$ cat src/rtl/core/esv_pkg.sv
// Shared types, widths and constants of the ellipse/sprite vertex generator.
package esv_pkg;

    localparam int SIZE_W    = 16;
    localparam int PC_W      = 11;
    localparam int DEN_W     = PC_W + 1;
    localparam int FRAC_W    = 16;
    localparam int XY_W      = 33;
    localparam int Z_W       = 32;
    localparam int T_W       = 32;
    localparam int PROD_W    = SIZE_W + T_W;
    localparam int CFG_W     = 16;
    localparam int CFG_IDX_W = 2;
    localparam int ATAN_LEN  = 24;

    localparam logic [FRAC_W-1:0] QUARTER_TURN = 16'h4000;
    localparam logic [FRAC_W-1:0] EIGHTH_TURN  = 16'h2000;
    localparam logic signed [XY_W-1:0] GAIN_Q30 = 33'sd652032874;
    localparam logic signed [XY_W:0]   ONE_Q30  = 34'sd1073741824;
    localparam logic [SIZE_W-1:0]      SAT_MAX  = 16'hFFFF;

    // arctangent of 2^-i in 2^-32 turn units
    localparam logic signed [Z_W-1:0] ATAN_TURNS [0:ATAN_LEN-1] = '{
        32'sh20000000, 32'sh12E4051E, 32'sh09FB385B, 32'sh051111D4,
        32'sh028B0D43, 32'sh0145D7E1, 32'sh00A2F61E, 32'sh00517C55,
        32'sh0028BE53, 32'sh00145F2F, 32'sh000A2F98, 32'sh000517CC,
        32'sh00028BE6, 32'sh000145F3, 32'sh0000A2FA, 32'sh0000517D,
        32'sh000028BE, 32'sh0000145F, 32'sh00000A30, 32'sh00000518,
        32'sh0000028C, 32'sh00000146, 32'sh000000A3, 32'sh00000051
    };

    typedef enum logic [CFG_IDX_W-1:0] {
        REG_SHAPE_MODE  = 2'd0,
        REG_SIZE_X      = 2'd1,
        REG_SIZE_Y      = 2'd2,
        REG_POINT_COUNT = 2'd3
    } t_reg_idx;

    // control that travels with each beat
    typedef struct packed {
        logic       vld;
        logic       corner_ok;
        logic [1:0] corner;
    } t_tag;

endpackage

$ cat src/rtl/core/esv_div.sv
// Pipelined restoring divider: one quotient bit per stage, low FRAC_W bits kept.
module esv_div import esv_pkg::*; #(
    parameter int NUM_W = 27
) (
    input  logic              i_clk,
    input  logic              i_rst_n,
    input  t_tag              i_tag,
    input  logic [NUM_W-1:0]  i_num,
    input  logic [DEN_W-1:0]  i_den,
    output t_tag              o_tag,
    output logic [FRAC_W-1:0] o_quo
);

    t_tag              s_tag [0:NUM_W];
    logic [NUM_W-1:0]  s_num [0:NUM_W];
    logic [DEN_W-1:0]  s_rem [0:NUM_W];
    logic [FRAC_W-1:0] s_quo [0:NUM_W];

    assign s_tag[0] = i_tag;
    assign s_num[0] = i_num;
    assign s_rem[0] = '0;
    assign s_quo[0] = '0;

    for (genvar s = 0; s < NUM_W; s++) begin : g_stage
        logic [DEN_W:0] trial;
        logic [DEN_W:0] diff;
        logic           qbit;

        always_comb begin
            trial = {s_rem[s], s_num[s][NUM_W-1]};
            diff  = trial - {1'b0, i_den};
            qbit  = (trial >= {1'b0, i_den});
        end

        always_ff @(posedge i_clk) begin
            if (!i_rst_n) begin
                s_tag[s+1] <= '0;
            end else begin
                s_tag[s+1] <= s_tag[s];
            end
        end

        always_ff @(posedge i_clk) begin
            s_num[s+1] <= s_num[s] << 1;
            s_rem[s+1] <= qbit ? diff[DEN_W-1:0] : trial[DEN_W-1:0];
            s_quo[s+1] <= {s_quo[s][FRAC_W-2:0], qbit};
        end
    end

    assign o_tag = s_tag[NUM_W];
    assign o_quo = s_quo[NUM_W];

endmodule

$ cat config.mk
export PLATFORM = sky130hd
export DESIGN_NAME = esv_div
export DESIGN_NICKNAME = d
export VERILOG_FILES = /design/src/rtl/core/esv_pkg.sv /design/src/rtl/core/esv_div.sv
export SDC_FILE = /design/constraint.sdc
export NUM_CORES = 2
export LEC_CHECK = 0
export BUFFER_PORTS_ARGS = -buffer_cell sky130_fd_sc_hd__buf_2
export CAP_MARGIN = 15
export CORE_MARGIN = 10
export CORE_UTILIZATION = 45
export CTS_BUF_LIST = sky130_fd_sc_hd__clkbuf_8
export DETAILED_ROUTE_END_ITERATION = 7
export HOLD_SLACK_MARGIN = 0.12
export PLACE_DENSITY = 0.73
export SLEW_MARGIN = 0
export SYNTH_ARGS = -nofsm -noshare
export SYNTH_HDL_FRONTEND = slang
export SYNTH_SLANG_ARGS = --single-unit
$ cat constraint.sdc
create_clock -name i_clk -period 3.7 [get_ports i_clk]
set_input_delay 0.37 -clock i_clk [delete_from_list [all_inputs] [get_ports i_clk]]
set_output_delay 0.37 -clock i_clk [all_outputs]
set_load 0.05 [all_outputs]
# After elaboration in Yosys (flattened, before gate mapping)
# Cells that the tools add are included.
[word_totals]
register_bits = 907
word_cells = 229
[classes]
addsub = 26
magnitude_cmp = 27
muxes = 26
[ops]
columns = ["op", "count"]
rows = [
  ["$ge A13 B12 Y1", 26],
  ["$mux W12", 25],
  ["$sub A12 B12 Y12", 25],
  ["$ge A1 B12 Y1", 1],
  ["$sub A1 B12 Y12", 1],
  ["$mux W1", 1],
]

# Depth between registers and ports, before layout
[logic_depth]
word_depth = 2
mapped_depth = 11
mapped_depth_nobuf = 11

# Worst setup path after synthesis
# Ideal clock, no wire load.
[synth_path]
kind = "input -> register"
startpoint = "input port i_den[1]"
endpoint = "register s_rem, in the netlist g_stage[14].trial[10]"
t_arrival_ns = 3.320
required_time_ns = 3.579
slack_ns = 0.259
path_stages = 10
cell_sequence = "inv_1 ha_1 nand2b_1 a21oi_1 o21ai_1 a31oi_1 o2111a_1 a2111oi_4 buf_6 mux2_4"
[synth_via]
elab_chain_cells = 2
elab_cells_between_ends = 3
cone_classes = "add/sub (1); order compare (1); mux (1)"
[synth_lines]
columns = ["element", "line", "source"]
rows = [
  ["start, declared", "esv_div.sv:9", "input logic [DEN_W-1:0] i_den,"],
  ["$sub A12 B12 Y12 or $ge A13 B12 Y1 (tied branches)", "esv_div.sv:31, esv_div.sv:32", ""],
  ["$mux W12 *", "esv_div.sv:45", "s_rem[s+1] <= qbit ? diff[DEN_W-1:0] : trial[DEN_W-1:0];"],
  ["end signal, assigned by index", "esv_div.sv:45", ""],
  ["end, declared", "esv_div.sv:16", "logic [DEN_W-1:0] s_rem [0:NUM_W];"],
]
# Every way passes the cells marked *; elsewhere a longest branch is shown, timed or not.
# A chain may end at the register's enable or synchronous reset.

# Worst setup path after layout
[layout_path]
startpoint = "input port i_den[6]"
endpoint = "register s_rem, in the netlist g_stage[14].trial[4]"
[layout_via]
elab_chain_cells = 2
[layout_lines]
columns = ["element", "line", "source"]
rows = [
  ["$ge A13 B12 Y1", "esv_div.sv:32", "qbit = (trial >= {1'b0, i_den});"],
  ["$mux W12", "esv_div.sv:45", ""],
]
# No other way between the ends.

==> reports/results.md <==
| Result | This run |
|:---|:---|
| Outcome | finished, final reports clean |
| Die Area | 92000 µm² |
| Post-synthesis instance area | 36100 µm² |
| Number of antenna violations at the first check in global routing | 3 |
| Kind of capture point of the worst setup path | register |
| Number of buffers between clock root and the deepest sink | 3 |
| VDD IR max | 0.000361 V |
| Post-synthesis cell type with the largest combined area | sky130_fd_sc_hd__dfxtp_1 |
| CP Data Required Time | 4.35 ns |
| Summed negative setup slack over all endpoints | 0 ns |
| Number of CTS-inserted buffers | 151 |
| Net count of the finished layout | 3915 |
| Number of rows in the core area | 103 |
| Count of routing violations after the opening detailed-route iteration | 1182 |
| Number of input and output port buffers inserted | 64 |
| TritonCTS clock tree | done |
| Tightest Hold Check Type | in -> reg |
| Final setup skew | 0.0356 ns |
| Wire per inst | 14.7 µm |
| Commonest cells after routing, fill and taps aside | sky130_fd_sc_hd__dfxtp_1 (907), sky130_fd_sc_hd__ha_1 (314), sky130_fd_sc_hd__mux2_2 (203) |
| Router iterations before antenna repair | 5 |
| Number of storage elements in the synthesis netlist | 907 |
| Vias in the first global route | 23900 |
| Share of final-layout standard cells stronger than drive strength 1 | 0.167 |
| Overall Global Routing Usage | 0.150 |
| Area growth syn-to-layout | 15.3% |
| Initial cell density of the core | 0.456 |
| Post-synth top area share | 0.503 |
| Static power due to leakage | 18.6 nW |
| Routability cong. | 0.847 |
| Final setup violation count | 0 |
| Shortest clock period the worst path allows after layout | 2.93 ns |
| Library cell used as clock root buffer | sky130_fd_sc_hd__clkbuf_8 |
| Remaining Overflow, GRT | 0 |
| Insertion delay to the later sink of the worst-skew pair | 0.80 ns |
| Slew @ Worst Pin | 0.695 ns |
| Number of clock sinks | 907 |
| Max-capacitance violation count | 0 |
| EDFF count, synth | 0 |
| Pwr/cell area | 868 nW/µm² |
| Fraction of the core area covered by cells at the end of the flow | 0.525 |
| Total via count after detailed routing | 24100 |
| H-tree depth | 4 |
| Per-cell via count in the routed design | 5.12 |
| Net count after synthesis | 3662 |
| Global-route wire length before repair | 114000 µm |
| Worst Path Arrival | 3.58 ns |
| Largest driver fanout on the critical path | 26 |
| Pins Over Slew Limit | 0 |
| Tcrit/Tclk final | 0.791 |
| Final routed DRC violation total | 0 |
| Dpl hpwl | 46400 µm |
| Max Clock Freq | 342 MHz |
| Total count of hold-check failures in the final report | 0 |
| Startpoint type of the worst setup path | primary input |
| Register clock-pin slew on the reported worst setup and hold paths | 0.06 ns |
| Crit path kind | in -> reg |
| Pin count of the biggest net entering global routing | 59 |
| Number of standard cells after synthesis | 3278 |
| Worst slew slack as a fraction of its limit | 0.524 |
| Number of distinct standard cells referenced by the synthesized netlist | 65 |
| Prevailing post-synth register cell | sky130_fd_sc_hd__dfxtp_1 |
| Async set-or-reset flop fraction in the synthesized netlist | 0 |
| Chip Width | 303 µm |
| Dominant cells by area after synthesis | sky130_fd_sc_hd__dfxtp_1 (50%), sky130_fd_sc_hd__ha_1 (11%), sky130_fd_sc_hd__mux2_2 (6.3%) |
| Sequential element share of the synthesized area | 0.503 |
| Placeable Area | 79300 µm² |
| Drt total wl | 68900 µm |
| Number of ports placed on the die boundary | 65 |
| Yosys synthesis warning count | 0 |
| Average size of a mapped cell | 11.0 µm² |
| Die height | 303 µm |
| Most common cell after layout, fill and taps aside | sky130_fd_sc_hd__dfxtp_1 |
| Antenna violation net count after detailed routing | 0 |
| RSZ-0062 raised after global routing | no |
[cell usage after synthesis (14+ instances only)]
library cell / n
sky130_fd_sc_hd__nand2_1: 109
sky130_fd_sc_hd__clkbuf_1: 21
sky130_fd_sc_hd__nand3_1: 60
sky130_fd_sc_hd__nand4_1: 18
sky130_fd_sc_hd__or3_1: 21
sky130_fd_sc_hd__a211oi_1: 41
sky130_fd_sc_hd__o21a_1: 27
sky130_fd_sc_hd__a21oi_1: 195
sky130_fd_sc_hd__nor2_1: 155
sky130_fd_sc_hd__nor4_1: 19
sky130_fd_sc_hd__dfxtp_1: 907
sky130_fd_sc_hd__a31oi_1: 23
sky130_fd_sc_hd__and3_1: 37
sky130_fd_sc_hd__mux2_4: 14
sky130_fd_sc_hd__xnor2_1: 116
sky130_fd_sc_hd__and2_1: 120
sky130_fd_sc_hd__buf_4: 22
sky130_fd_sc_hd__ha_1: 314
sky130_fd_sc_hd__xor2_1: 83
sky130_fd_sc_hd__nor2b_1: 45
sky130_fd_sc_hd__mux2_2: 203
sky130_fd_sc_hd__buf_2: 19
sky130_fd_sc_hd__inv_1: 114
sky130_fd_sc_hd__a21o_1: 103
sky130_fd_sc_hd__nand2b_1: 56
sky130_fd_sc_hd__fa_1: 25
sky130_fd_sc_hd__o22ai_1: 15
sky130_fd_sc_hd__mux2i_1: 42
sky130_fd_sc_hd__nor3_1: 56
sky130_fd_sc_hd__o21ai_0: 145
[layout make-up]
cell class,count,area (µm²)
multi-input cells,2187,17100
fillers,6966,37600
clock inverters,86,762
repair buffers,169,1290
diodes,1,2.50
flip-flops and latches,907,18200
clock buffers,184,2530
well taps,1050,1310
inverters,115,432
[logic make-up (layout without fill, tap and decap cells)]
group	after synthesis	count (layout)	synth area share
DFF	907	907	0.503
and+or+nand+nor	731	731	0.106
AOI/OAI and AO/OA	659	659	0.117
adders and majority gates	339	339	0.123
muxes	259	259	0.0808
xor gates and xnor gates	199	199	0.0483
buffers and inverters	184	554	0.0225
other	0	1	0
[path summary, 6_finish.rpt]
| kind | startpoint | end | slack (ns) | depth (start not counted) |
|---|---|---|---|---|
| max reg2reg | g_stage[3].trial[2]$_DFF_P_ | g_stage[4].trial[9]$_DFF_P_ | 1.00 | 9 |
| min reg2reg | s_num[556]$_DFF_P_ | s_num[530]$_DFF_P_ | 0.30 | 0 |
| min | i_num[25] | g_stage[1].trial[0]$_DFF_P_ | 0.21 | 2 |
| max | i_den[6] | g_stage[14].trial[4]$_DFF_P_ | 0.77 | 12 |
[layer usage]
layer | wire length, µm | track usage | vias up
met5 | 13 | 0 | -
met1 | 31300 | 0.181 | 11200
met2 | 31900 | 0.249 | 522
li1 | - | - | 12100
met4 | 2270 | 0.0692 | 2
met3 | 3430 | 0.0359 | 197
[sequential cells by signal (all words and copies together) (netlist names)]
signal         flops
o_quo             16
s_tag            104
s_num            325
o_tag              4
g_stage.trial    338
s_quo            120
[critical path: stages]
cell and delay, ns:
sky130_fd_sc_hd__dlygate4sd3_1 0.54, sky130_fd_sc_hd__buf_2 0.13, sky130_fd_sc_hd__inv_1 0.09, sky130_fd_sc_hd__buf_12 0.25, sky130_fd_sc_hd__ha_1 0.35, sky130_fd_sc_hd__a21o_1 0.19
sky130_fd_sc_hd__a21o_1 0.19, sky130_fd_sc_hd__a21o_1 0.20, sky130_fd_sc_hd__o2111a_1 0.28, sky130_fd_sc_hd__a2111oi_4 0.31, sky130_fd_sc_hd__buf_4 0.29, sky130_fd_sc_hd__mux2_2 0.36
[power breakdown]
group          switching, mW  internal (mW)
Sequential              1.00           12.2
Clock                   4.08           5.24
Combinational           6.80           6.86
Total                   11.9           24.3
[stage by stage]
step	worst slack, ns	power [mW]	hold WS (ns)	cell area (µm²)	instances
final	0.772	36.1	0.206	41600	4699
after global routing	0.702	38.7	0.151	41600	4699
after CTS	0.856	36.5	0.126	41600	4697
after detailed placement	0.459	26.8	0.312	37900	4389
after global placement	0.506	26.6	0.310	37900	4389
after floorplan	0.259	24.1	0.310	36100	3278
[repair_timing]
action | CTS | global route
buffers inserted | 0 | 0
hold buffers | 38 | 0
resized for setup | 0 | 0
endpoints found under the hold margin | 59 | 0
No activity file was read; power rests on OpenSTA's default activity.
