===== src/rtl/core/esv_pkg.sv =====
// Shared types, widths and constants of the ellipse/sprite vertex generator.
package esv_pkg;

    localparam int SIZE_W    = 16;
    localparam int PC_W      = 11;
    localparam int DEN_W     = PC_W + 1;
    localparam int FRAC_W    = 16;
    localparam int XY_W      = 33;
    localparam int Z_W       = 32;
    localparam int T_W       = 32;
    localparam int PROD_W    = SIZE_W + T_W;
    localparam int CFG_W     = 16;
    localparam int CFG_IDX_W = 2;
    localparam int ATAN_LEN  = 24;

    localparam logic [FRAC_W-1:0] QUARTER_TURN = 16'h4000;
    localparam logic [FRAC_W-1:0] EIGHTH_TURN  = 16'h2000;
    localparam logic signed [XY_W-1:0] GAIN_Q30 = 33'sd652032874;
    localparam logic signed [XY_W:0]   ONE_Q30  = 34'sd1073741824;
    localparam logic [SIZE_W-1:0]      SAT_MAX  = 16'hFFFF;

    // arctangent of 2^-i in 2^-32 turn units
    localparam logic signed [Z_W-1:0] ATAN_TURNS [0:ATAN_LEN-1] = '{
        32'sh20000000, 32'sh12E4051E, 32'sh09FB385B, 32'sh051111D4,
        32'sh028B0D43, 32'sh0145D7E1, 32'sh00A2F61E, 32'sh00517C55,
        32'sh0028BE53, 32'sh00145F2F, 32'sh000A2F98, 32'sh000517CC,
        32'sh00028BE6, 32'sh000145F3, 32'sh0000A2FA, 32'sh0000517D,
        32'sh000028BE, 32'sh0000145F, 32'sh00000A30, 32'sh00000518,
        32'sh0000028C, 32'sh00000146, 32'sh000000A3, 32'sh00000051
    };

    typedef enum logic [CFG_IDX_W-1:0] {
        REG_SHAPE_MODE  = 2'd0,
        REG_SIZE_X      = 2'd1,
        REG_SIZE_Y      = 2'd2,
        REG_POINT_COUNT = 2'd3
    } t_reg_idx;

    // control that travels with each beat
    typedef struct packed {
        logic       vld;
        logic       corner_ok;
        logic [1:0] corner;
    } t_tag;

endpackage


===== src/rtl/core/esv_scale.sv =====
// Quadrant rotation, radius scaling with rounding and saturation, sprite corner select.
module esv_scale import esv_pkg::*; (
    input  logic                   i_clk,
    input  logic                   i_rst_n,
    input  t_tag                   i_tag,
    input  logic signed [XY_W-1:0] i_x,
    input  logic signed [XY_W-1:0] i_y,
    input  logic [1:0]             i_quad,
    input  logic                   i_shape_mode,
    input  logic [SIZE_W-1:0]      i_size_x,
    input  logic [SIZE_W-1:0]      i_size_y,
    output logic                   o_valid,
    output logic [SIZE_W-1:0]      o_point_x,
    output logic [SIZE_W-1:0]      o_point_y
);

    logic signed [XY_W-1:0] cs;
    logic signed [XY_W-1:0] sn;
    logic signed [XY_W:0]   t_x;
    logic signed [XY_W:0]   t_y;

    t_tag              r_tag_a;
    t_tag              r_tag_b;
    logic [T_W-1:0]    r_t_x;
    logic [T_W-1:0]    r_t_y;
    logic [PROD_W-1:0] r_prod_x;
    logic [PROD_W-1:0] r_prod_y;
    logic              r_valid;
    logic [SIZE_W-1:0] r_point_x;
    logic [SIZE_W-1:0] r_point_y;

    logic [PROD_W:0]   n_sum_x;
    logic [PROD_W:0]   n_sum_y;
    logic [SIZE_W+1:0] n_sh_x;
    logic [SIZE_W+1:0] n_sh_y;
    logic [SIZE_W-1:0] n_point_x;
    logic [SIZE_W-1:0] n_point_y;

    always_comb begin
        unique case (i_quad)
            2'd0: begin
                cs = i_x;
                sn = i_y;
            end
            2'd1: begin
                cs = -i_y;
                sn = i_x;
            end
            2'd2: begin
                cs = -i_x;
                sn = -i_y;
            end
            default: begin
                cs = i_y;
                sn = -i_x;
            end
        endcase
        t_x = ONE_Q30 + {cs[XY_W-1], cs};
        t_y = ONE_Q30 + {sn[XY_W-1], sn};
    end

    always_comb begin
        n_sum_x = {1'b0, r_prod_x} + (PROD_W+1)'(ONE_Q30);
        n_sum_y = {1'b0, r_prod_y} + (PROD_W+1)'(ONE_Q30);
        n_sh_x  = n_sum_x[PROD_W:31];
        n_sh_y  = n_sum_y[PROD_W:31];
        n_point_x = (n_sh_x > {2'b00, SAT_MAX}) ? SAT_MAX : n_sh_x[SIZE_W-1:0];
        n_point_y = (n_sh_y > {2'b00, SAT_MAX}) ? SAT_MAX : n_sh_y[SIZE_W-1:0];
        if (i_shape_mode) begin
            n_point_x = '0;
            n_point_y = '0;
            if (r_tag_b.corner_ok && (r_tag_b.corner == 2'd1 || r_tag_b.corner == 2'd2)) begin
                n_point_x = i_size_x;
            end
            if (r_tag_b.corner_ok && (r_tag_b.corner == 2'd2 || r_tag_b.corner == 2'd3)) begin
                n_point_y = i_size_y;
            end
        end
    end

    always_ff @(posedge i_clk) begin
        if (!i_rst_n) begin
            r_tag_a <= '0;
            r_tag_b <= '0;
            r_valid <= 1'b0;
        end else begin
            r_tag_a <= i_tag;
            r_tag_b <= r_tag_a;
            r_valid <= r_tag_b.vld;
        end
    end

    always_ff @(posedge i_clk) begin
        // clamp negative radius factor to zero
        r_t_x     <= t_x[XY_W] ? '0 : t_x[T_W-1:0];
        r_t_y     <= t_y[XY_W] ? '0 : t_y[T_W-1:0];
        r_prod_x  <= {{T_W{1'b0}}, i_size_x} * {{SIZE_W{1'b0}}, r_t_x};
        r_prod_y  <= {{T_W{1'b0}}, i_size_y} * {{SIZE_W{1'b0}}, r_t_y};
        r_point_x <= n_point_x;
        r_point_y <= n_point_y;
    end

    assign o_valid   = r_valid;
    assign o_point_x = r_point_x;
    assign o_point_y = r_point_y;

endmodule


===== config.mk =====
export PLATFORM = sky130hd
export DESIGN_NAME = esv_scale
export DESIGN_NICKNAME = d
export VERILOG_FILES = /design/src/rtl/core/esv_pkg.sv /design/src/rtl/core/esv_scale.sv
export SDC_FILE = /design/constraint.sdc
export NUM_CORES = 2
export LEC_CHECK = 0
export BUFFER_PORTS_ARGS = -buffer_cell sky130_fd_sc_hd__buf_4
export CAP_MARGIN = 20
export CORE_MARGIN = 4
export CORE_UTILIZATION = 48
export CTS_CLUSTER_DIAMETER = 120
export DETAILED_ROUTE_END_ITERATION = 8
export PLACE_DENSITY_LB_ADDON = 0.1
export SLEW_MARGIN = 20
export SYNTH_ARGS = -nofsm -noshare
export SYNTH_HDL_FRONTEND = slang
export SYNTH_SLANG_ARGS = --single-unit

===== constraint.sdc =====
create_clock -name i_clk -period 15.23 [get_ports i_clk]
set_input_delay 3.046 -clock i_clk [delete_from_list [all_inputs] [get_ports i_clk]]
set_output_delay 3.046 -clock i_clk [all_outputs]
set_load 0.01 [all_outputs]

* Word-level counts from Yosys, hierarchy flattened *
Index checks and enable logic that the tools add are counted.
W data, S select, Z words.

word-level totals
  bits in registers = 201
  latch bits = 0
  RAM bits = 0
  memory bits (read-only) = 0
  input bits = 107
  word-level logic and storage cells = 41
  memories = 0

cells by class
  add/subtract/negate cells = 6
  multipliers = 2
  divide/modulo/power cells = 0
  $lt $le $gt $ge = 2
  equality and inequality tests = 5
  shifts and indexed selects = 0
  muxes and demuxes = 8
  bitwise operators = 0
  reduce and logical (&&, ||, !) cells = 5

operators by type and width
  cell                      count
  $pmux W33 S3              2
  $add A48 B31 Y49 const B  2
  $mul A16 B32 Y48          2
  $mux W16                  6
  $add A32 B33 Y34 const A  2
  $neg A33 Y33              2
  $gt A18 B16 Y1 const B    2
  $eq A2 B2 Y1 const B      3
  $eq A2 B1 Y1 const B      2
  $logic_and A1 B1 Y1       2
  $logic_not A2 Y1          1
  $logic_or A1 B1 Y1        2

* Logic depth before layout (Yosys ltp) *
  word-level depth = 5
  mapped depth = 23

* Least setup slack after synthesis *
No wires, ideal clock.

  path type = in2reg
  start point = input port i_size_x[1]
  end point = register r_prod_x[46]
  setup time = 0.119 ns
  arrival time = 8.646 ns
  setup slack = 6.465 ns
  stages on the path = 22
  path through = clkbuf_1 > nand2_1 > fa_1 > inv_1 > fa_1 > inv_1 > fa_1 > inv_1 > fa_1 > fa_1 > inv_1 > fa_1 > inv_1 > ha_1 > nand2_1 > nor3_1 > nand3_1 > a221oi_1 > a311oi_1 > o41ai_1 > a21oi_1 > xnor2_1

on the way
  cells in the longest elaborated chain, start to end = 1

RTL lines
  element               line             text
  from (decl)           esv_scale.sv:10  input logic [SIZE_W-1:0] i_size_x,
  $mul A16 B32 Y48      esv_scale.sv:97  r_prod_x <= {{T_W{1'b0}}, i_size_x} * {{SIZE_W{1'b0}}, r_t_x};
  to (signal assigned)  esv_scale.sv:97
  to (decl)             esv_scale.sv:26  logic [PROD_W-1:0] r_prod_x;

No other way between the ends.
A chain may end at the register's enable or synchronous reset.

* Worst setup path after layout *
  start point = input port i_size_y[7]
  end point = register r_prod_y[44]

on the way
  cells in the longest elaborated chain, start to end = 1

RTL lines
  element               line             text
  from (decl)           esv_scale.sv:11  input logic [SIZE_W-1:0] i_size_y,
  $mul A16 B32 Y48      esv_scale.sv:98  r_prod_y <= {{T_W{1'b0}}, i_size_y} * {{SIZE_W{1'b0}}, r_t_y};
  to (signal assigned)  esv_scale.sv:98
  to (decl)             esv_scale.sv:27  logic [PROD_W-1:0] r_prod_y;

No other way between the ends.

==> impl_metrics.tcl <==
set metrics [dict create \
    postRouteAntennaNets 0 \
    hold_depth 1 \
    hold_viol_final 0 \
    status "finished clean" \
    startpoint "i_size_y[7]" \
    hold_path.startpoint "r_tag_a[3]" \
    grt_pass1_vias 30700 \
    path_clk_slew_ns 0.07 \
    wl_met1_um 46000 \
    fin_skew_ns 0.0215 \
    crit_buf_inv 6 \
    yosysWarnings 0 \
    dp_hpwl_um 78300 \
    drt_pass1_iterations 5 \
    timing.fmax_mhz 104 \
    synthCells 4316 \
    nFillCells 7552 \
    crit_path_start_kind "input pin" \
    cp_slowest_stage_delay_ns 0.75 \
    drive_gt1_frac 0.0602 \
    antenna_found_initial 12 \
    vias_per_cell 5.36 \
    maxSlewViolCount 0 \
    synth_top_cell_by_area "fa_1" \
    crit_path_max_fanout 33 \
    die_x_um 289 \
    r2r_setup_slack_ns 7.68 \
    cts_setup_buffers 0 \
    vias 28600 \
    wl_per_cell_um 19.2 \
    r2r_cells 20 \
    nets 5458 \
    finalSetupViolCount 0 \
    netlist_top_cells_area "fa_1, inv_1, ha_1" \
    synthesis.area_sq_um 37900 \
    gp_congestion 0.892 \
    ios 140 \
    cts-htree-levels 4 \
    synth_cell_types 69 \
    holdPathEnd "r_tag_b[3]" \
    wl_met3_um 6750 \
    setup_tns_ns 0 \
    holdBufCountCts 0 \
    final_core_util 0.516 \
    ys_seq_elements 141 \
    cts_tree "yes" \
    synthArstFlopShare 0 \
    crit_slowest_cell "a2111oi_0" \
    wl_um 102000 \
    worst_pin_slew_ns 1.10 \
    worstPathArrival_ns 10.01 \
    maxCapViolations 0 \
    path_common_cell "fa_1" \
    fin_crit_ns 9.66 \
    slew_headroom 0.260 \
    rr_endpoint "r_prod_y[44]" \
    r2r-start "r_t_y[7]" \
    crit_type "input pin to register" \
    ys_seq_area_frac 0.0744 \
    drc 0 \
    routed.top_layer "met5" \
    cts-root-buf "clkbuf_16" \
    die_area_sq_um 83600 \
    coreArea_sq_um 77800 \
    track_usage 0.259 \
    fp-row-count 102 \
    met2_length_um 47600 \
    die_y_um 289 \
    synth_edf_count 0 \
    io_buffers 139 \
    cp-end-kind "register" \
    crit_family "adder cells" \
    grt_max_degree 80 \
    grt_pass1_wl_um 168000 \
    rsz0062_at_grt "false" \
    required_ns 15.58 \
    hold_class "register to register" \
    clkLatencyLatePin_ns 0.48 \
    synth_area_per_cell_sq_um 8.79 \
    crit_chain "buf_4 -> nand2_1 -> fa_1 -> inv_1 -> fa_1 -> inv_1 -> fa_1 -> inv_1 -> fa_1 -> fa_1 -> inv_1 -> fa_1 -> inv_1 -> ha_1 -> and4_1 -> a2111oi_0 -> a211oi_1 -> o311ai_0 -> nor2b_1 -> o31ai_1 -> xor2_1" \
    yosys-top-cells-count "inv_1, fa_1, nand2_1, and2_1, ha_1" \
    fin_crit_sh 0.634 \
    cts_buffers 17 \
    cts_resized 0 \
    drtIter0Drc 1340 \
    synth_top_area_share 0.440 \
    clock-sinks 141 \
    synth.most_common_cell "inv_1" \
    grt_overflow 0 \
    synth_flop_cell "dfxtp_1" \
    area_delta_synth_final_pct 5.86 \
    syn_nets 5497 \
    initial_core_util 0.487 \
    cts.path.max_buffers 2 \
]
## cell usage in the layout, fill, tap and decap left out, drive strengths merged, types with 11 or more instances in the layout
cell | netlist | layout
clkbuf | 199 | 19
a21o | 53 | 53
o21ai | 55 | 55
o31ai | 17 | 17
nand2b | 16 | 16
nor2 | 141 | 141
a21oi | 138 | 138
nand2 | 678 | 678
nor3 | 34 | 34
buf | 9 | 150
a31oi | 11 | 11
ha | 240 | 240
nand3 | 41 | 41
xnor2 | 97 | 97
dfxtp | 141 | 141
xor2 | 62 | 62
nand4 | 23 | 23
inv | 894 | 900
a211oi | 61 | 61
and2 | 432 | 432
and3 | 19 | 19
fa | 834 | 834
## worst register-to-register path, cell delays in order, from the launching register on
cell	delay, ns
dfxtp_1	0.91
nand2_1	0.19
fa_1	0.58
inv_1	0.06
fa_1	0.50
inv_1	0.05
fa_1	0.42
inv_1	0.13
fa_1	0.47
fa_1	0.52
inv_1	0.05
fa_1	0.47
inv_1	0.04
ha_1	0.37
and4_1	0.24
a2111oi_0	0.75
a211oi_1	0.38
o311ai_0	0.61
nor2b_1	0.40
o31ai_1	0.16
xor2_1	0.16
## metrics by stage
step | area [sq um] | cells | hold slack [ns] | setup slack, ns
after floorplan | 37900 | 4316 | 0.412 | 6.47
after global placement | 39500 | 5298 | 0.415 | 5.36
after detailed placement | 39500 | 5298 | 0.420 | 5.39
after CTS | 40100 | 5329 | 0.437 | 5.85
after global routing | 40100 | 5329 | 0.451 | 5.43
final | 40200 | 5334 | 0.436 | 5.57
## flip-flops by register name, indices dropped and copies added, names as in the netlist
signal / count
o_point_y: 16
r_prod_x: 18
r_t_y: 32
r_tag_a: 4
r_t_x: 32
r_prod_y: 18
r_tag_b: 4
o_valid: 1
o_point_x: 16
## cells by family after synthesis
kind of cell | Yosys count | synth area share
AOI/OAI and AO/OA | 390 | 0.0731
adders and majority gates | 1074 | 0.519
and+or+nand+nor | 1442 | 0.184
DFF | 141 | 0.0744
buffers and inverters | 1103 | 0.110
muxes | 7 | 0.00251
xor gates and xnor gates | 159 | 0.0367
## worst max path at each step
stage                         to  cells past startpoint
finish              r_prod_y[44]                     21
global route        r_prod_y[42]                     20
CTS                 r_prod_y[44]                     21
detailed placement  r_prod_y[44]                     21
global placement    r_prod_y[44]                     21
floorplan           r_prod_x[46]                     22
## routing by layer
metal	GRT usage	up-vias
met3	0.0457	119
met4	0.0562	12
met1	0.365	14800
li1	-	12800
met2	0.421	807
met5	0	-
## layout make-up
type / instances / area [sq um] / area share
Clock inverter: 12 / 151 / 0.00377
Clock buffer: 19 / 453 / 0.0113
Tap cell: 1040 / 1300 / 0.0324
Sequential cell: 141 / 2820 / 0.0703
Inverter: 895 / 3360 / 0.0837
Multi-Input combinational cell: 3072 / 30900 / 0.770
Antenna cell: 5 / 12.5 / 0.000312
Timing Repair Buffer: 150 / 1130 / 0.0280
Power is not shown: default switching activity piles up to over one toggle a cycle in this logic, so the estimate is an artifact.
