File: src/rtl/core/esv_pkg.sv
// Shared types, widths and constants of the ellipse/sprite vertex generator.
package esv_pkg;

    localparam int SIZE_W    = 16;
    localparam int PC_W      = 11;
    localparam int DEN_W     = PC_W + 1;
    localparam int FRAC_W    = 16;
    localparam int XY_W      = 33;
    localparam int Z_W       = 32;
    localparam int T_W       = 32;
    localparam int PROD_W    = SIZE_W + T_W;
    localparam int CFG_W     = 16;
    localparam int CFG_IDX_W = 2;
    localparam int ATAN_LEN  = 24;

    localparam logic [FRAC_W-1:0] QUARTER_TURN = 16'h4000;
    localparam logic [FRAC_W-1:0] EIGHTH_TURN  = 16'h2000;
    localparam logic signed [XY_W-1:0] GAIN_Q30 = 33'sd652032874;
    localparam logic signed [XY_W:0]   ONE_Q30  = 34'sd1073741824;
    localparam logic [SIZE_W-1:0]      SAT_MAX  = 16'hFFFF;

    // arctangent of 2^-i in 2^-32 turn units
    localparam logic signed [Z_W-1:0] ATAN_TURNS [0:ATAN_LEN-1] = '{
        32'sh20000000, 32'sh12E4051E, 32'sh09FB385B, 32'sh051111D4,
        32'sh028B0D43, 32'sh0145D7E1, 32'sh00A2F61E, 32'sh00517C55,
        32'sh0028BE53, 32'sh00145F2F, 32'sh000A2F98, 32'sh000517CC,
        32'sh00028BE6, 32'sh000145F3, 32'sh0000A2FA, 32'sh0000517D,
        32'sh000028BE, 32'sh0000145F, 32'sh00000A30, 32'sh00000518,
        32'sh0000028C, 32'sh00000146, 32'sh000000A3, 32'sh00000051
    };

    typedef enum logic [CFG_IDX_W-1:0] {
        REG_SHAPE_MODE  = 2'd0,
        REG_SIZE_X      = 2'd1,
        REG_SIZE_Y      = 2'd2,
        REG_POINT_COUNT = 2'd3
    } t_reg_idx;

    // control that travels with each beat
    typedef struct packed {
        logic       vld;
        logic       corner_ok;
        logic [1:0] corner;
    } t_tag;

endpackage

File: src/rtl/core/esv_cordic.sv
// Quadrant split of the turn angle and pipelined rotation-mode CORDIC.
module esv_cordic import esv_pkg::*; #(
    parameter int STAGES = 16
) (
    input  logic                   i_clk,
    input  logic                   i_rst_n,
    input  t_tag                   i_tag,
    input  logic [FRAC_W-1:0]      i_frac,
    output t_tag                   o_tag,
    output logic signed [XY_W-1:0] o_x,
    output logic signed [XY_W-1:0] o_y,
    output logic [1:0]             o_quad
);

    logic [FRAC_W-1:0] ang;
    logic [FRAC_W-1:0] ang_rnd;
    logic [FRAC_W-1:0] resid;

    t_tag                   s_tag  [0:STAGES];
    logic signed [XY_W-1:0] s_x    [0:STAGES];
    logic signed [XY_W-1:0] s_y    [0:STAGES];
    logic signed [Z_W-1:0]  s_z    [0:STAGES];
    logic [1:0]             s_quad [0:STAGES];

    // rotate by minus a quarter turn, then split off the nearest quarter
    always_comb begin
        ang     = i_frac - QUARTER_TURN;
        ang_rnd = ang + EIGHTH_TURN;
        resid   = ang - {ang_rnd[FRAC_W-1:FRAC_W-2], {(FRAC_W-2){1'b0}}};
    end

    assign s_tag[0]  = i_tag;
    assign s_x[0]    = GAIN_Q30;
    assign s_y[0]    = '0;
    assign s_z[0]    = signed'({resid, {(Z_W-FRAC_W){1'b0}}});
    assign s_quad[0] = ang_rnd[FRAC_W-1:FRAC_W-2];

    for (genvar i = 0; i < STAGES; i++) begin : g_stage
        localparam logic signed [Z_W-1:0] ATAN_I = ATAN_TURNS[i];

        always_ff @(posedge i_clk) begin
            if (!i_rst_n) begin
                s_tag[i+1] <= '0;
            end else begin
                s_tag[i+1] <= s_tag[i];
            end
        end

        always_ff @(posedge i_clk) begin
            s_quad[i+1] <= s_quad[i];
            if (!s_z[i][Z_W-1]) begin
                s_x[i+1] <= s_x[i] - (s_y[i] >>> i);
                s_y[i+1] <= s_y[i] + (s_x[i] >>> i);
                s_z[i+1] <= s_z[i] - ATAN_I;
            end else begin
                s_x[i+1] <= s_x[i] + (s_y[i] >>> i);
                s_y[i+1] <= s_y[i] - (s_x[i] >>> i);
                s_z[i+1] <= s_z[i] + ATAN_I;
            end
        end
    end

    assign o_tag  = s_tag[STAGES];
    assign o_x    = s_x[STAGES];
    assign o_y    = s_y[STAGES];
    assign o_quad = s_quad[STAGES];

endmodule

File: config.mk
export PLATFORM = sky130hd
export DESIGN_NAME = esv_cordic
export DESIGN_NICKNAME = d
export VERILOG_FILES = /design/src/rtl/core/esv_pkg.sv /design/src/rtl/core/esv_cordic.sv
export SDC_FILE = /design/constraint.sdc
export NUM_CORES = 2
export LEC_CHECK = 0
export ABC_CLOCK_PERIOD_IN_PS = 8300
export BUFFER_PORTS_ARGS = -buffer_cell sky130_fd_sc_hd__buf_2
export CAP_MARGIN = 0
export CORE_ASPECT_RATIO = 0.8
export CORE_MARGIN = 1.5
export CORE_UTILIZATION = 40
export CTS_BUF_LIST = sky130_fd_sc_hd__clkbuf_2
export CTS_CLUSTER_SIZE = 12
export DETAILED_ROUTE_END_ITERATION = 10
export PLACE_DENSITY = 0.55
export SETUP_SLACK_MARGIN = 0.2
export SLEW_MARGIN = 10
export SYNTH_ARGS = -nofsm -noshare
export SYNTH_HDL_FRONTEND = slang
export SYNTH_SLANG_ARGS = --single-unit
File: constraint.sdc
create_clock -name i_clk -period 8.3 [get_ports i_clk]
set_input_delay 1.66 -clock i_clk [delete_from_list [all_inputs] [get_ports i_clk]]
set_output_delay 1.66 -clock i_clk [all_outputs]
set_load 0.01 [all_outputs]
* Yosys cells after proc, flatten, opt, wreduce, memory -nomap -nowiden
Index checks and enable logic that the tools add are counted.
** Word-level totals
- Bits of input ports :: 22
- Output and inout bits :: 72
- Flip-flop bits (word level) :: 1599
** Cells by class
- Multiplexer cells :: 46
- $add $sub $neg :: 93
** Operators by type and width (number)
- 33-bit 2-to-1 mux :: 31
- 32-bit 2-to-1 mux :: 15
- 33-bit by 18-bit adder with 33-bit output :: 2
- 33-bit by 19-bit adder with 33-bit output :: 2
- 33-bit by 20-bit adder with 33-bit output :: 2
- 33-bit by 21-bit adder with 33-bit output :: 2
- 33-bit by 22-bit adder with 33-bit output :: 2
- 33-bit by 23-bit adder with 33-bit output :: 2
- 33-bit by 24-bit adder with 33-bit output :: 2
- 33-bit by 25-bit adder with 33-bit output :: 2
- 33-bit by 26-bit adder with 33-bit output :: 2
- 33-bit by 27-bit adder with 33-bit output :: 2
- 33-bit by 28-bit adder with 33-bit output :: 2
- 33-bit by 29-bit adder with 33-bit output :: 2
- 33-bit by 30-bit adder with 33-bit output :: 2
- 33-bit by 31-bit adder with 33-bit output :: 2
- 33-bit by 18-bit subtractor with 33-bit output :: 2
- 33-bit by 19-bit subtractor with 33-bit output :: 2
- 33-bit by 20-bit subtractor with 33-bit output :: 2
- 33-bit by 21-bit subtractor with 33-bit output :: 2
- 33-bit by 22-bit subtractor with 33-bit output :: 2
- 33-bit by 23-bit subtractor with 33-bit output :: 2
- 33-bit by 24-bit subtractor with 33-bit output :: 2
- 33-bit by 25-bit subtractor with 33-bit output :: 2
- 43 further kinds :: 49

* Logic depth before layout (Yosys ltp)
- Word-level depth :: 5
- Depth in mapped cells :: 20
- Depth with buffers taken out :: 19

* Worst setup path before layout
OpenSTA, ideal clock, no wires.
- Kind :: reg2reg
- Start point :: register s_z[479] in the netlist's numbering
- End point :: register s_y[460] in the netlist's numbering
- Data required time :: 8221 ps
- Cell stages (with the launch flop) :: 15
- Clock period less this slack :: 4713 ps
- Data arrival time :: 4635 ps
- Setup time :: 79 ps
- Setup slack :: 3587 ps
- Cells stage by stage :: dfxtp_1 > clkbuf_1 > clkbuf_1 > clkbuf_1 > clkbuf_1 > xor2_1 > ha_1 > and3_1 > nand3_1 > o41ai_1 > a41oi_1 > a2111oi_1 > a2111oi_0 > or4_1 > o211ai_1
** On the way
- Cells in the longest elaborated chain, start to end :: 1
** RTL lines
- from (decl) :: line esv_cordic.sv:22 : logic signed [Z_W-1:0] s_z [0:STAGES];
- from (signal, indexed assignment) :: line esv_cordic.sv:54 : s_z[i+1] <= s_z[i] - ATAN_I;
- from (signal, indexed assignment) :: line esv_cordic.sv:58 : s_z[i+1] <= s_z[i] + ATAN_I;
- 33-bit 2-to-1 mux :: line esv_cordic.sv:51 : if (!s_z[i][Z_W-1]) begin
- to (signal, indexed assignment) :: line esv_cordic.sv:53 : s_y[i+1] <= s_y[i] + (s_x[i] >>> i);
- to (signal, indexed assignment) :: line esv_cordic.sv:57 : s_y[i+1] <= s_y[i] - (s_x[i] >>> i);
- to (decl) :: line esv_cordic.sv:21 : logic signed [XY_W-1:0] s_y [0:STAGES];
No other way between the ends.
A chain may end at the register's enable or synchronous reset.

* Final worst setup path
- Start point :: register s_x[150] in the netlist's numbering
- End point :: register s_y[131] in the netlist's numbering
** On the way
- Cells in the longest elaborated chain, start to end :: 2
- Elaborated cells on any way between the ends :: 3
- Classes of those cells :: 2 x add/sub; 1 x mux
** RTL lines
- from (decl) :: line esv_cordic.sv:20 : logic signed [XY_W-1:0] s_x [0:STAGES];
- from (signal, indexed assignment) :: line esv_cordic.sv:52 : s_x[i+1] <= s_x[i] - (s_y[i] >>> i);
- from (signal, indexed assignment) :: line esv_cordic.sv:56 : s_x[i+1] <= s_x[i] + (s_y[i] >>> i);
- 33-bit by 21-bit adder with 33-bit output / 33-bit by 21-bit subtractor with 33-bit output (equally long branches) :: line esv_cordic.sv:53, esv_cordic.sv:57
- 33-bit 2-to-1 mux (*) :: line esv_cordic.sv:51
Every way passes the cells marked *; elsewhere a longest branch is shown, timed or not.

==> impl_results.md <==
- Status: complete, no violations
- Worst Path Max Fanout: 5
- Post-CTS Setup Bufs: 0
- Critical Path RT: 9790 ps
- EDFF count, synth: 0
- CTS resizes: 0
- Core ar.: 262000 µm²
- HP Class: flip-flop to flip-flop
- Hold worst-path end: s_quad[3]$_DFF_P_
- Via density: 5.51
- Highest Clock Rate: 185 MHz
- Synth warn: 0
- Clk pin slew, worst setup/hold paths: 120 ps
- Sequential area share after synthesis: 27.9%
- Clock Tree Root: clkbuf_2
- Max Cap Violations: 0
- TritonCTS clock tree: done
- Synth area leader: dfxtp_1
- R2R Path End: s_y[131]$_DFF_P_
- Rel. slew slack: 19.4%
- Iteration count of the initial detailed-routing pass: 6
- Initial DRC Count: 6819
- Worst R2R Start: s_x[150]$_DFF_P_
- Synthesized netlist net count: 13800
- Clock latency at the later pin of the worst-skew pair: 1720 ps
- # setup viols final: 0
- Crit Path Category: flip-flop to flip-flop
- Post-DRT Antenna Nets: 0
- Fin crit share: 65.2%
- R2r worst-path depth: 17
- Ranking of synthesized cells by area: dfxtp_1, ha_1, xnor2_1
- Die area: 267000 µm²
- Final Skew: 201 ps
- Share of cells above drive strength 1: 6.66%
- Overflow left after global routing: 0
- Hold depth: 0
- Share of the synthesized area in the top cell type: 27.9%
- Starting Density: 40.3%
- Drt total wl: 301 mm
- DIE WIDTH: 578 µm
- Primary FF master, synth: dfxtp_1
- Total track usage: 21.9%
- Longest Clk Path Bufs: 4
- RSZ-0062 raised after global routing: false
- Placer congestion estimate: 0.908
- WP data arrival: 6900 ps
- Post-synthesis cell type count: 92
- Hold path start: s_quad[5]$_DFF_P_
- Mapped cell area: 106000 µm²
- FF-to-FF setup slack: 2890 ps
- Pin count of the biggest net entering global routing: 76
- First-pass GRT wire length: 478 mm
- Nets@finish: 14100
- Cts-stage hold buffer count: 20
- Synthesis-to-layout area growth: 7.13%
- Post-route DRC violation count: 0
- Asr flop ratio synth: 0%
- Vias: 90600
- H-tree depth: 5
- Die H: 463 µm
- Slew of the pin with the lowest slew margin: 1180 ps
- CTS Buf Count: 391
- HPWL Detailed: 239 mm
- I/O pin count: 94
- Crit path capture type: flip-flop
- Flops & latches, synth: 1472
- Post-Syn Area per Cell: 8.52 µm²
- Slew Limit Fails: 0
- CTS Sinks: 1472
- # rows: 168
- Vias in the first global route: 87100
- Average wire per cell in the routed design: 18.3 µm
- Critical Path Source Type: flip-flop
- Fin Setup TNS: 0 ps
- IO Port Bufs: 93
- Syn Inst Count: 12400
- Final Critical Period: 5410 ps
- Number of antenna violations at the first check in global routing: 7
- Final Hold Fails: 0
-- worst max path at each step --
stage	start	end
3_3_place_gp	s_x[150]$_DFF_P_	s_y[131]$_DFF_P_
4_1_cts	s_x[150]$_DFF_P_	s_y[131]$_DFF_P_
2_1_floorplan	s_z[479]$_DFF_P_	s_y[460]$_DFF_P_
6_report	s_x[150]$_DFF_P_	s_y[131]$_DFF_P_
3_5_place_dp	s_x[150]$_DFF_P_	s_y[131]$_DFF_P_
5_1_grt	s_x[150]$_DFF_P_	s_y[131]$_DFF_P_
-- worst max-delay path: stages, from the launching register on --
cell and delay, ps:
dfxtp_1 360, or4_1 580, nor4_1 600, nand2_1 210, nor3_1 370, a21oi_1 140
xnor2_1 160, ha_1 370, a21o_1 180, a21o_1 180, a21o_1 190, a2111oi_0 390
a21oi_1 110, nor4bb_1 460, nor4_1 170, o41ai_1 500, mux2i_1 240, nor2_1 70
-- metal layers --
metal | share of wire (%) | track usage (%) | wire (µm) | up-vias
met4 | 1.6 | 4.69 | 4950 | 4
met3 | 5.5 | 3.13 | 16400 | 374
met2 | 39 | 31.2 | 117000 | 2340
li1 | - | - | - | 45300
met1 | 54 | 34.1 | 162000 | 42500
met5 | 0.0070 | 0 | 21 | -
-- sequential cells by signal, indices dropped and copies added, names as in the netlist --
signal  flops
o_quad      2
o_tag       4
o_x        33
o_y        33
s_quad     30
s_tag      60
s_x       441
s_y       463
s_z       406
-- cells in the mapped netlist, types with 37 or more instances --
master / number
a2111oi_0: 37
a211oi_1: 127
a21boi_0: 46
a21o_1: 549
a21oi_1: 1273
a31oi_1: 125
and2_1: 139
and3_1: 142
buf_4: 73
clkbuf_1: 156
dfxtp_1: 1472
fa_1: 42
ha_1: 1339
inv_1: 521
mux2_2: 51
mux2i_1: 72
nand2_1: 524
nand2b_1: 184
nand3_1: 199
nand4_1: 82
nor2_1: 1140
nor2b_1: 171
nor3_1: 368
nor3b_1: 55
nor4_1: 93
o211ai_1: 70
o21a_1: 199
o21ai_0: 556
o21bai_1: 138
o31ai_1: 54
or2_2: 38
or3_1: 84
or4_1: 42
xnor2_1: 1095
xor2_1: 601
-- stage by stage --
stage          cells  setup WS (ps)  instance area [µm²]  utilization [%]  hold slack [ps]
2_1_floorplan  12400           3590               106000                -              310
3_3_place_gp   15800           3000               109000             41.7              310
3_5_place_dp   15800           3030               109000             41.7              312
4_1_cts        16400           2950               113000             43.1              252
5_1_grt        16500           2470               113000             43.1              318
6_report       16500           2890               113000             43.1              317
-- cells in the final DEF (no fill, tap or decap), types with 46 or more instances in the layout --
| cell | instances |
|---|---|
| nor4_1 | 93 |
| mux2i_1 | 72 |
| nor2b_1 | 171 |
| nand2_1 | 524 |
| nand3_1 | 199 |
| ha_1 | 1339 |
| and3_1 | 142 |
| nor2_1 | 1140 |
| o21ai_0 | 556 |
| inv_1 | 521 |
| nand4_1 | 82 |
| or3_1 | 84 |
| nor3_1 | 368 |
| nor3b_1 | 55 |
| o211ai_1 | 70 |
| o21a_1 | 199 |
| xor2_1 | 601 |
| a21boi_0 | 46 |
| and2_1 | 139 |
| clkbuf_2 | 532 |
| buf_2 | 93 |
| dfxtp_1 | 1458 |
| o31ai_1 | 54 |
| clkinv_1 | 99 |
| xnor2_1 | 1095 |
| o21bai_1 | 138 |
| a21o_1 | 549 |
| a211oi_1 | 127 |
| a21oi_1 | 1273 |
| mux2_2 | 51 |
| nand2b_1 | 184 |
| a31oi_1 | 125 |
-- cell type report --
| class | instances | area, µm² |
|---|---|---|
| timing repair buffer | 145 | 906 |
| clock inverter | 147 | 813 |
| tap | 3485 | 4360 |
| clock buffer | 532 | 2660 |
| antenna | 6 | 15.0 |
| inverter | 524 | 1970 |
| multi-input combinational | 10100 | 73000 |
| sequential | 1472 | 29500 |
| fill | 26300 | 149000 |
-- kinds of logic (layout without fill, tap and decap cells) --
group | count (synthesis) | count (layout) | share of synthesized area (%)
XOR/XNOR | 1696 | 1696 | 14.1
AO/OA/AOI/OAI | 3571 | 3571 | 21.4
AND/OR/NAND/NOR | 3372 | 3372 | 15.7
buffers and inverters | 782 | 1348 | 3.04
multiplexers | 123 | 123 | 1.23
adder cells (fa/ha/maj) | 1381 | 1381 | 16.7
flip-flops | 1472 | 1472 | 27.9
other | 1 | 7 | 0.00355
Power is not shown: default switching activity piles up to over one toggle a cycle in this logic, so the estimate is an artifact.
